## src/rtl/mbe_pkg.sv

```systemverilog
// mbe_pkg: shared types and constants for the mandelbrot escape-time block
// no dependencies
`timescale 1ns / 1ps

package mbe_pkg;

  localparam int OpW   = 32;
  localparam int ProdW = 2 * OpW;
  localparam int SumW  = 48;
  localparam int CntOutW = 16;
  localparam int CoordW  = 12;
  localparam int CfgAddrW = 3;

  localparam int DefFracBits  = 28;
  localparam int DefCoordBits = 12;
  localparam int DefIterBits  = 16;

  localparam logic signed [31:0] RstReOrigin = -32'sd536870912;
  localparam logic [30:0]        RstReStep   = 31'd1007894;
  localparam logic signed [31:0] RstImTop    = 32'sd402653184;
  localparam logic [30:0]        RstImStep   = 31'd1344418;
  localparam logic [15:0]        RstIterLim  = 16'd500;

  typedef enum logic [CfgAddrW-1:0] {
    CFG_RE_ORIGIN  = 3'd0,
    CFG_RE_STEP    = 3'd1,
    CFG_IM_TOP     = 3'd2,
    CFG_IM_STEP    = 3'd3,
    CFG_ITER_LIMIT = 3'd4
  } cfg_addr_e;

  typedef struct packed {
    logic signed [31:0] re_origin;
    logic [30:0]        re_step;
    logic signed [31:0] im_top;
    logic [30:0]        im_step;
    logic [15:0]        iter_limit;
  } cfg_t;

  typedef enum logic [3:0] {
    ST_IDLE,
    ST_C_RE,
    ST_C_IM,
    ST_C_FIN,
    ST_CHK,
    ST_RR,
    ST_II,
    ST_RI,
    ST_DONE
  } state_e;

endpackage

```

## src/rtl/mbe_mul.sv

```systemverilog
// mbe_mul: shared signed multiplier with registered product
// depends on mbe_pkg
`timescale 1ns / 1ps

module mbe_mul (
  input  logic                            clk_i,
  input  logic signed [mbe_pkg::OpW-1:0]  a_i,
  input  logic signed [mbe_pkg::OpW-1:0]  b_i,
  output logic signed [mbe_pkg::ProdW-1:0] p_o
);
  import mbe_pkg::*;

  logic signed [ProdW-1:0] p_q;

  always_ff @(posedge clk_i) begin
    p_q <= a_i * b_i;
  end

  assign p_o = p_q;

endmodule

```

## src/rtl/mbe_cfg.sv

```systemverilog
// mbe_cfg: configuration register file with write-only port
// depends on mbe_pkg
`timescale 1ns / 1ps

module mbe_cfg (
  input  logic                               clk_i,
  input  logic                               rst_ni,
  input  logic                               we_i,
  input  logic [mbe_pkg::CfgAddrW-1:0]       addr_i,
  input  logic [31:0]                        data_i,
  output mbe_pkg::cfg_t                      cfg_o
);
  import mbe_pkg::*;

  cfg_t cfg_q, cfg_d;

  always_comb begin
    cfg_d = cfg_q;
    if (we_i) begin
      case (cfg_addr_e'(addr_i))
        CFG_RE_ORIGIN:  cfg_d.re_origin  = $signed(data_i);
        CFG_RE_STEP:    cfg_d.re_step    = data_i[30:0];
        CFG_IM_TOP:     cfg_d.im_top     = $signed(data_i);
        CFG_IM_STEP:    cfg_d.im_step    = data_i[30:0];
        CFG_ITER_LIMIT: cfg_d.iter_limit = data_i[15:0];
        default:        cfg_d = cfg_q;
      endcase
    end
  end

  always_ff @(posedge clk_i or negedge rst_ni) begin
    if (!rst_ni) begin
      cfg_q.re_origin  <= RstReOrigin;
      cfg_q.re_step    <= RstReStep;
      cfg_q.im_top     <= RstImTop;
      cfg_q.im_step    <= RstImStep;
      cfg_q.iter_limit <= RstIterLim;
    end else begin
      cfg_q <= cfg_d;
    end
  end

  assign cfg_o = cfg_q;

endmodule

```

## src/rtl/mandelbrot_escape_iteration.sv

```systemverilog
// a request passes ST_C_RE, ST_C_IM and ST_C_FIN, then the iterations, then ST_DONE;
// the escape test sits in ST_RI, after all three products; one multiplier is shared by the three
// products of each step, so every iteration passes through ST_CHK, ST_RR, ST_II and ST_RI
// one pixel at a time, taken only in ST_IDLE;
// a new request is taken while a result waits
// reset: async active low, clears control and sum, config to default view
`timescale 1ns / 1ps

module mandelbrot_escape_iteration #(
  parameter int FRAC_BITS  = mbe_pkg::DefFracBits,
  parameter int COORD_BITS = mbe_pkg::DefCoordBits,
  parameter int ITER_BITS  = mbe_pkg::DefIterBits
) (
  input  logic                              clk_i,
  input  logic                              rst_ni,
  input  logic                              cfg_we_i,
  input  logic [mbe_pkg::CfgAddrW-1:0]      cfg_addr_i,
  input  logic [31:0]                       cfg_data_i,
  input  logic                              s_axis_tvalid,
  output logic                              s_axis_tready,
  input  logic [23:0]                       s_axis_tdata,  // pixel_col, pixel_row
  input  logic                              s_axis_tuser,  // restart
  output logic                              m_axis_tvalid,
  input  logic                              m_axis_tready,
  output logic [63:0]                       m_axis_tdata,  // iter_count, checksum
  output logic                              m_axis_tuser   // escaped
);
  import mbe_pkg::*;

  localparam logic [CoordW-1:0] CoordMask = CoordW'((64'd1 << COORD_BITS) - 64'd1);
  localparam logic [ITER_BITS+15:0] LimMaxW =
    (ITER_BITS+16)'((64'd1 << ITER_BITS) - 64'd1);
  localparam logic [ProdW-1:0] Bound = ProdW'(64'd4 << (2 * FRAC_BITS));

  cfg_t cfg;

  mbe_cfg u_cfg (
    .clk_i  (clk_i),
    .rst_ni (rst_ni),
    .we_i   (cfg_we_i),
    .addr_i (cfg_addr_i),
    .data_i (cfg_data_i),
    .cfg_o  (cfg)
  );

  state_e state_q, state_d;

  logic [CoordW-1:0]       x_q, y_q;
  logic                    restart_q;
  logic [ITER_BITS-1:0]    limit_q, limit_d;
  logic [ITER_BITS-1:0]    cnt_q;
  logic signed [31:0]      cre_q, cim_q, zr_q, zi_q;
  logic signed [ProdW-1:0] rr_q, ii_q;
  logic                    esc_q;

  logic                    out_valid_q;
  logic [CntOutW-1:0]      out_cnt_q;
  logic                    out_esc_q;
  logic [SumW-1:0]         sum_q;

  logic signed [OpW-1:0]   mul_a, mul_b;
  logic signed [ProdW-1:0] prod;

  logic                    accept;
  logic                    out_load;
  logic                    escape_hit;
  logic signed [ProdW-1:0] re_next, im_next, c_re_w, c_im_w;
  logic [SumW-1:0]         sum_base;
  logic [SumW:0]           sum_add;

  mbe_mul u_mul (
    .clk_i (clk_i),
    .a_i   (mul_a),
    .b_i   (mul_b),
    .p_o   (prod)
  );

  function automatic logic signed [31:0] sat32(input logic signed [ProdW-1:0] v);
    logic signed [31:0] r;
    if (v > ProdW'(64'sd2147483647)) begin
      r = 32'sh7fffffff;
    end else if (v < -ProdW'(64'sd2147483648)) begin
      r = 32'sh80000000;
    end else begin
      r = v[31:0];
    end
    return r;
  endfunction

  assign s_axis_tready = (state_q == ST_IDLE);
  assign accept        = s_axis_tvalid && s_axis_tready;
  assign out_load      = (state_q == ST_DONE) && (!out_valid_q || m_axis_tready);

  always_comb begin
    if ({{ITER_BITS{1'b0}}, cfg.iter_limit} > LimMaxW) begin
      limit_d = LimMaxW[ITER_BITS-1:0];
    end else begin
      limit_d = ITER_BITS'(cfg.iter_limit);
    end
  end

  // next state
  always_comb begin
    state_d = state_q;
    case (state_q)
      ST_IDLE:  if (accept) state_d = ST_C_RE;
      ST_C_RE:  state_d = ST_C_IM;
      ST_C_IM:  state_d = ST_C_FIN;
      ST_C_FIN: state_d = ST_CHK;
      ST_CHK:   state_d = (cnt_q < limit_q) ? ST_RR : ST_DONE;
      ST_RR:    state_d = ST_II;
      ST_II:    state_d = ST_RI;
      ST_RI:    state_d = escape_hit ? ST_DONE : ST_CHK;
      ST_DONE:  if (out_load) state_d = ST_IDLE;
      default:  state_d = ST_IDLE;
    endcase
  end

  // multiplier operand select
  always_comb begin
    mul_a = zr_q;
    mul_b = zr_q;
    case (state_q)
      ST_C_RE: begin
        mul_a = $signed({{(OpW-CoordW){1'b0}}, x_q});
        mul_b = $signed({1'b0, cfg.re_step});
      end
      ST_C_IM: begin
        mul_a = $signed({{(OpW-CoordW){1'b0}}, y_q});
        mul_b = $signed({1'b0, cfg.im_step});
      end
      ST_CHK: begin
        mul_a = zr_q;
        mul_b = zr_q;
      end
      ST_RR: begin
        mul_a = zi_q;
        mul_b = zi_q;
      end
      ST_II: begin
        mul_a = zr_q;
        mul_b = zi_q;
      end
      default: begin
        mul_a = zr_q;
        mul_b = zr_q;
      end
    endcase
  end

  assign c_re_w     = ProdW'(cfg.re_origin) + prod;
  assign c_im_w     = ProdW'(cfg.im_top) - prod;
  assign escape_hit = ($unsigned(rr_q) + $unsigned(ii_q)) > Bound;
  assign re_next    = ((rr_q - ii_q) >>> FRAC_BITS) + ProdW'(cre_q);
  assign im_next    = (prod >>> (FRAC_BITS - 1)) + ProdW'(cim_q);
  assign sum_base   = restart_q ? '0 : sum_q;
  assign sum_add    = {1'b0, sum_base} + (SumW+1)'(cnt_q);

  always_ff @(posedge clk_i or negedge rst_ni) begin
    if (!rst_ni) begin
      state_q     <= ST_IDLE;
      cnt_q       <= '0;
      limit_q     <= '0;
      zr_q        <= '0;
      zi_q        <= '0;
      esc_q       <= 1'b0;
      out_valid_q <= 1'b0;
      sum_q       <= '0;
    end else begin
      state_q <= state_d;
      if (accept) begin
        cnt_q   <= '0;
        limit_q <= limit_d;
        zr_q    <= '0;
        zi_q    <= '0;
        esc_q   <= 1'b0;
      end
      if (state_q == ST_RI) begin
        if (escape_hit) begin
          esc_q <= 1'b1;
        end else begin
          zr_q  <= sat32(re_next);
          zi_q  <= sat32(im_next);
          cnt_q <= cnt_q + 1'b1;
        end
      end
      if (out_load) begin
        out_valid_q <= 1'b1;
        sum_q       <= sum_add[SumW] ? {SumW{1'b1}} : sum_add[SumW-1:0];
      end else if (m_axis_tready) begin
        out_valid_q <= 1'b0;
      end
    end
  end

  always_ff @(posedge clk_i) begin
    if (accept) begin
      x_q       <= s_axis_tdata[11:0] & CoordMask;
      y_q       <= s_axis_tdata[23:12] & CoordMask;
      restart_q <= s_axis_tuser;
    end
    if (state_q == ST_C_IM) begin
      cre_q <= sat32(c_re_w);
    end
    if (state_q == ST_C_FIN) begin
      cim_q <= sat32(c_im_w);
    end
    if (state_q == ST_RR) begin
      rr_q <= prod;
    end
    if (state_q == ST_II) begin
      ii_q <= prod;
    end
    if (out_load) begin
      out_cnt_q <= CntOutW'(cnt_q);
      out_esc_q <= esc_q;
    end
  end

  assign m_axis_tvalid = out_valid_q;
  assign m_axis_tdata  = {sum_q, out_cnt_q};
  assign m_axis_tuser  = out_esc_q;

`ifndef SYNTH
  a_cnt_le_limit: assert property (@(posedge clk_i) disable iff (!rst_ni)
    (state_q != ST_IDLE) |-> (cnt_q <= limit_q))
    else $error("iteration count passed the limit");

  a_valid_from_done: assert property (@(posedge clk_i) disable iff (!rst_ni)
    $rose(m_axis_tvalid) |-> ($past(state_q) == ST_DONE))
    else $error("result raised outside the done step");

  a_ri_after_ii: assert property (@(posedge clk_i) disable iff (!rst_ni)
    (state_q == ST_RI) |-> ($past(state_q) == ST_II))
    else $error("update step without the cross product");

  a_escape_below_limit: assert property (@(posedge clk_i) disable iff (!rst_ni)
    (state_q == ST_DONE && esc_q) |-> (cnt_q < limit_q))
    else $error("escape flagged at the limit");
`endif

endmodule

```

## config.mk

```make
export PLATFORM = sky130hd
export DESIGN_NAME = mandelbrot_escape_iteration
export DESIGN_NICKNAME = d
export VERILOG_FILES = /design/src/rtl/mbe_pkg.sv /design/src/rtl/mbe_mul.sv /design/src/rtl/mbe_cfg.sv /design/src/rtl/mandelbrot_escape_iteration.sv
export SDC_FILE = /design/constraint.sdc
export NUM_CORES = 2
export LEC_CHECK = 0
export ABC_AREA = 1
export BUFFER_PORTS_ARGS = -buffer_cell sky130_fd_sc_hd__clkbuf_2
export CAP_MARGIN = 15
export CELL_PAD_IN_SITES_DETAIL_PLACEMENT = 2
export CELL_PAD_IN_SITES_GLOBAL_PLACEMENT = 2
export CORE_ASPECT_RATIO = 0.5
export CORE_MARGIN = 2
export CORE_UTILIZATION = 37
export DETAILED_ROUTE_END_ITERATION = 10
export HOLD_SLACK_MARGIN = 0.06
export PLACE_DENSITY = 0.89
export SLEW_MARGIN = 20
export SYNTH_ARGS = -nofsm -noshare
export SYNTH_HDL_FRONTEND = slang
export SYNTH_SLANG_ARGS = --single-unit
```

## constraint.sdc

```tcl
create_clock -name clk_i -period 16.1 [get_ports clk_i]
set_clock_uncertainty 0.15 [all_clocks]
set_input_delay 3.22 -clock clk_i [delete_from_list [all_inputs] [get_ports clk_i]]
set_output_delay 3.22 -clock clk_i [all_outputs]
set_load 0.02 [all_outputs]
```

After elaboration in Yosys (flattened, before gate mapping). Index checks and enable logic that the tools add are counted.

Bits of input ports: 65. Flip-flop bits (word level): 590. Word-level logic and storage cells: 99.

Multiply operators: 1. Equality and inequality tests: 14. Reduce and logical (&&, ||, !) cells: 14. $add $sub $neg: 8. Muxes and demuxes: 29. Magnitude comparators: 10.

Operators with widths (number): 32-bit two-way mux (12); 32-bit case mux with 3 select lines (2); 64-bit by 32-bit > comparator with 1-bit output, second input constant (2); 64-bit by 32-bit < comparator with 1-bit output, second input constant (2); 48-bit two-way mux (2); 32-bit by 64-bit adder with 64-bit output (1); 64-bit adder (1); 64-bit by 59-bit > comparator with 1-bit output, second input constant (1); 32-bit by 32-bit multiplier with 64-bit output (1); 32-bit by 64-bit subtractor with 64-bit output (1); 64-bit subtractor (1); 48-bit by 16-bit adder with 49-bit output (1); 16-bit two-way mux (3); 37-bit by 32-bit adder with 38-bit output (1); 38-bit by 32-bit > comparator with 1-bit output, second input constant (1); 38-bit by 32-bit < comparator with 1-bit output, second input constant (1); 36-bit by 32-bit adder with 37-bit output (1); 37-bit by 32-bit > comparator with 1-bit output, second input constant (1); 37-bit by 32-bit < comparator with 1-bit output, second input constant (1); 4-bit case mux with 9 select lines (1); 16-bit by 1-bit adder with 16-bit output, second input constant (1); 4-bit by 3-bit equality test with 1-bit output, second input constant (4); 16-bit < comparator (1); 4-bit two-way mux (4); 17 further kinds (29).

Depth between registers and ports, before layout.
Depth in word-level cells: 7. Mapped depth: 41. Mapped depth without buffers: 38.

Modules after synthesis. From an unflattened synthesis, not the netlist that was laid out.

Cell total of the unflattened synthesis: 12659. Area, all modules: 88705.1 µm².

By module, submodules not included: mandelbrot_escape_iteration (cells an instance 6951, times used 1, area an instance 43055.0 µm², sequential area each 10780.3 µm²); mbe_mul (cells an instance 5083, times used 1, area an instance 40038.4 µm², sequential area each 1281.2 µm²); mbe_cfg (cells an instance 625, times used 1, area an instance 5611.6 µm², sequential area each 3589.7 µm²).

Least setup slack after synthesis. Ideal clock, no wire load.

Path type: register to register. From: reg state_q[3]. To: reg u_mul.p_q[63], in the netlist u_mul.p_o[63]. Path slack: 3.015 ns. Path buffers: 2. Stages on the path, launching flop included: 34. Data arrival time: 12.863 ns. Required time: 15.878 ns. Library setup time: 0.072 ns. Period minus slack after synthesis: 13.085 ns. Cell sequence: dfrtp_1 nor2_1 inv_1 nor3_1 nor2_1 clkbuf_1 inv_2 buf_2 a21oi_1 nand2_1 inv_1 nor2_1 fa_1 inv_1 fa_1 inv_1 fa_1 fa_1 inv_1 fa_1 inv_1 fa_1 inv_1 fa_1 inv_1 fa_1 ha_1 nand2_1 inv_1 a21oi_1 o211ai_1 a221o_1 a31oi_1 xor2_1.

Word-level cells in the longest chain between the ends: 4. Elaborated cells on any way between the ends: 8.

Ends and longest elaborated chain: start: declaration (RTL line mandelbrot_escape_iteration.sv:46) `state_e state_q, state_d;`; start signal: assignment (RTL line mandelbrot_escape_iteration.sv:170) `state_q <= state_d;`; 4-bit by 3-bit equality test with 1-bit output (RTL line mandelbrot_escape_iteration.sv:123) `case (state_q)`; 2-bit OR reduction (no line); 32-bit case mux with 3 select lines (RTL line mandelbrot_escape_iteration.sv:123); 32-bit by 32-bit multiplier with 64-bit output (*) (RTL line mbe_mul.sv:16) `p_q <= a_i * b_i;`; end signal: assignment (RTL line mbe_mul.sv:16); end: declaration (RTL line mbe_mul.sv:13) `logic signed [ProdW-1:0] p_q;`.

Every way passes the cells marked *; elsewhere a longest branch is shown, timed or not. A chain may end at the register's enable or synchronous reset.

Final worst setup path.
From: reg state_q[3]. To: reg u_mul.p_q[61], in the netlist u_mul.p_o[61].

The elaborated chain is that of the path after synthesis.

==> out/results.txt <==
Status -> complete, no violations
Quantity of hold-fixing buffers added after cts -> 0
Clk buf depth -> 3
Die width -> 680 µm
Top-area cell type share of the netlist area -> 0.258
Final critical-path setup slack -> 2.70 ns
Main synth FF type -> dfrtp_1
Final Setup Violations -> 0
Pre-antenna DRT Iters -> 6
Most frequent cells in the layout -> nand2_1, inv_1, nor2_1
Clk root buf -> clkbuf_16
Max cap viols -> 0
Cell Rows -> 123
Initial DRC Count -> 8,076
Most common cell after layout, fill and taps aside -> nand2_1
Placer Congestion -> 0.967
Area Overhead vs Synth -> 8.02%
Initial Util -> 0.374
Top cell type by total area after synthesis -> fa_1
Gr ovfl total -> 0
Fin. max-slew vios -> 0
Ranking of synthesized cells by area -> fa_1, nand2_1, inv_1, edfxtp_1, ha_1
Core area -> 0.226 mm²
IO Port Bufs -> 131
RSZ-0062 raised after global routing -> no
Critical Path Fanout Max -> 42
Fmax -> 0.0746 GHz
Fin area -> 0.0912 mm²
Synthesized flop and latch total -> 590
Setup TNS -> 0 ns
Vias in the first global route -> 97,800
Rel. slew slack -> 0.153
# resized after CTS -> 0
Synth unique cells -> 59
Routed WL -> 455,000 µm
Post-route DRC violation count -> 0
Arr. time, crit path -> 13.83 ns
Sink Count -> 590
Die H -> 342 µm
First-pass GRT wire length -> 660,000 µm
Sequential Area -> 0.0157 mm²
GRT Overall Usage -> 0.386
Syn nets -> 13,200
Largest net degree at the start of global routing -> 93
CP startpoint kind -> register
Post-DRT Antenna Nets -> 0
IO Count -> 132
Total CTS buffers -> 70
Synth Warn # -> 0
Reg clk slew, reported paths -> 0.07 ns
Synthesized area -> 0.0845 mm²
Share of cells above drive strength 1 -> 0.0442
Final Hold Fails -> 0
Nets -> 13,200
CP max-delay cell -> inv_2
Final Critical Period -> 13.40 ns
Fillers -> 26,500
DP HPWL -> 356,000 µm
Min-delay worst type -> reg2reg
Crit path top cell by count -> fa_1
Number of flops mapped to enable cells by yosys -> 234
Worst slew pin tran -> 1.27 ns
Async S/R FF share, synth -> 0.495
Die area -> 0.232 mm²
CTS tree -> built
Worst EP required -> 16.53 ns
Final worst-path cycle share -> 0.832
Detailed-route via count -> 86,300
Worst slack, placed -> 3.48 ns
Setup Fix Bufs, Post-CTS -> 0
Worst setup EP type -> register
Placed cell areas -> 0.0888 mm²
Post-synthesis sequential area ratio -> 0.185
Worst skew pair latency -> 0.71 ns
Drt wl/cell -> 31.2 µm
Depth of the CTS H-tree -> 3
Vias per cell -> 5.91
Layout Utilization -> 0.404
Worst stage delay on the critical path -> 0.88 ns
Post-synthesis area per instance -> 7.35 µm²
Initial antenna violation count -> 43
Crit Path Category -> reg2reg
Multi-input logic area -> 0.0592 mm²
Mapped Cells -> 11,500
-- worst max-delay path: cells and delay by family, from the launching register on --
kind / cells / cell delay [ns]
adder cells (fa/ha/maj): 9 / 4.78
AND/OR/NAND/NOR: 13 / 3.49
buffers and inverters: 9 / 3.31
AO/OA/AOI/OAI: 4 / 0.86
flip-flops: 1 / 0.43
XOR/XNOR: 1 / 0.16
-- layer usage --
layer | vias to the layer above | share of wire | routed length, µm | track usage
li1 | 35500 | - | - | -
met1 | 44300 | 0.37 | 169000 | 0.447
met2 | 4594 | 0.46 | 209000 | 0.635
met3 | 1907 | 0.087 | 39700 | 0.0925
met4 | 20 | 0.080 | 36500 | 0.263
met5 | - | 0.00028 | 128 | 0
-- cell families after synthesis --
family / count (synthesis) / synth area share
AOI/OAI and AO/OA: 1488 / 0.0970
xor gates and xnor gates: 302 / 0.0313
adders and majority gates: 1629 / 0.338
buffers and inverters: 2595 / 0.117
DFF: 590 / 0.185
and+or+nand+nor: 4880 / 0.231
-- path summary, 6_finish.rpt --
path,from,endpoint,slack (ns),depth (start not counted)
hold / removal,esc_q,m_axis_tuser,0.35,0
max in group asynchronous,rst_ni,zi_q[18],10.49,4
min in group asynchronous,rst_ni,sum_q[30],2.42,1
setup / recovery,state_q[3],u_mul.p_o[61],2.70,36
setup reg to reg,state_q[3],u_mul.p_o[61],2.70,36
hold reg to reg,esc_q,m_axis_tuser,0.35,0
-- metrics by stage --
stage,hold slack [ns],cells
2_1_floorplan,0.275,11500
3_5_place_dp,0.321,14400
3_3_place_gp,0.301,14400
6_report,0.345,14600
5_1_grt,0.342,14600
4_1_cts,0.327,14600
-- synth_stat cells, types with 27 or more instances --
cell type / number
a21oi_1: 593
a31oi_1: 64
buf_2: 90
clkbuf_1: 205
clkinv_1: 27
dfrtp_1: 263
dfstp_2: 29
dfxtp_1: 64
edfxtp_1: 234
fa_1: 1088
ha_1: 541
inv_1: 2233
inv_2: 27
nand2_1: 2667
nand3_1: 400
nand4_1: 101
nor2_1: 1511
nor3_1: 88
nor4_1: 38
o21a_1: 27
o21ai_0: 554
o21ai_1: 32
o21bai_1: 44
xnor2_1: 87
xor2_1: 215
-- flip-flops by register name, indices dropped and copies added (netlist names), 4 cells and up --
register	count
cim_q	32
cnt_q	16
cre_q	32
ii_q	64
limit_q	16
out_cnt_q	16
rr_q	64
state_q	4
sum_q	48
u_cfg.cfg_o	142
u_mul.p_o	64
x_q	12
y_q	12
zi_q	32
zr_q	32
-- layout make-up --
class	count	area share
Inverter	2287	0.0941
Timing Repair Buffer	258	0.0178
Sequential cell	590	0.172
Clock buffer	88	0.0204
Clock inverter	41	0.00551
Antenna cell	29	0.000795
Tap cell	3000	0.0411
Multi-Input combinational cell	8299	0.649
Power is not shown: default switching activity piles up to over one toggle a cycle in this logic, so the estimate is an artifact.
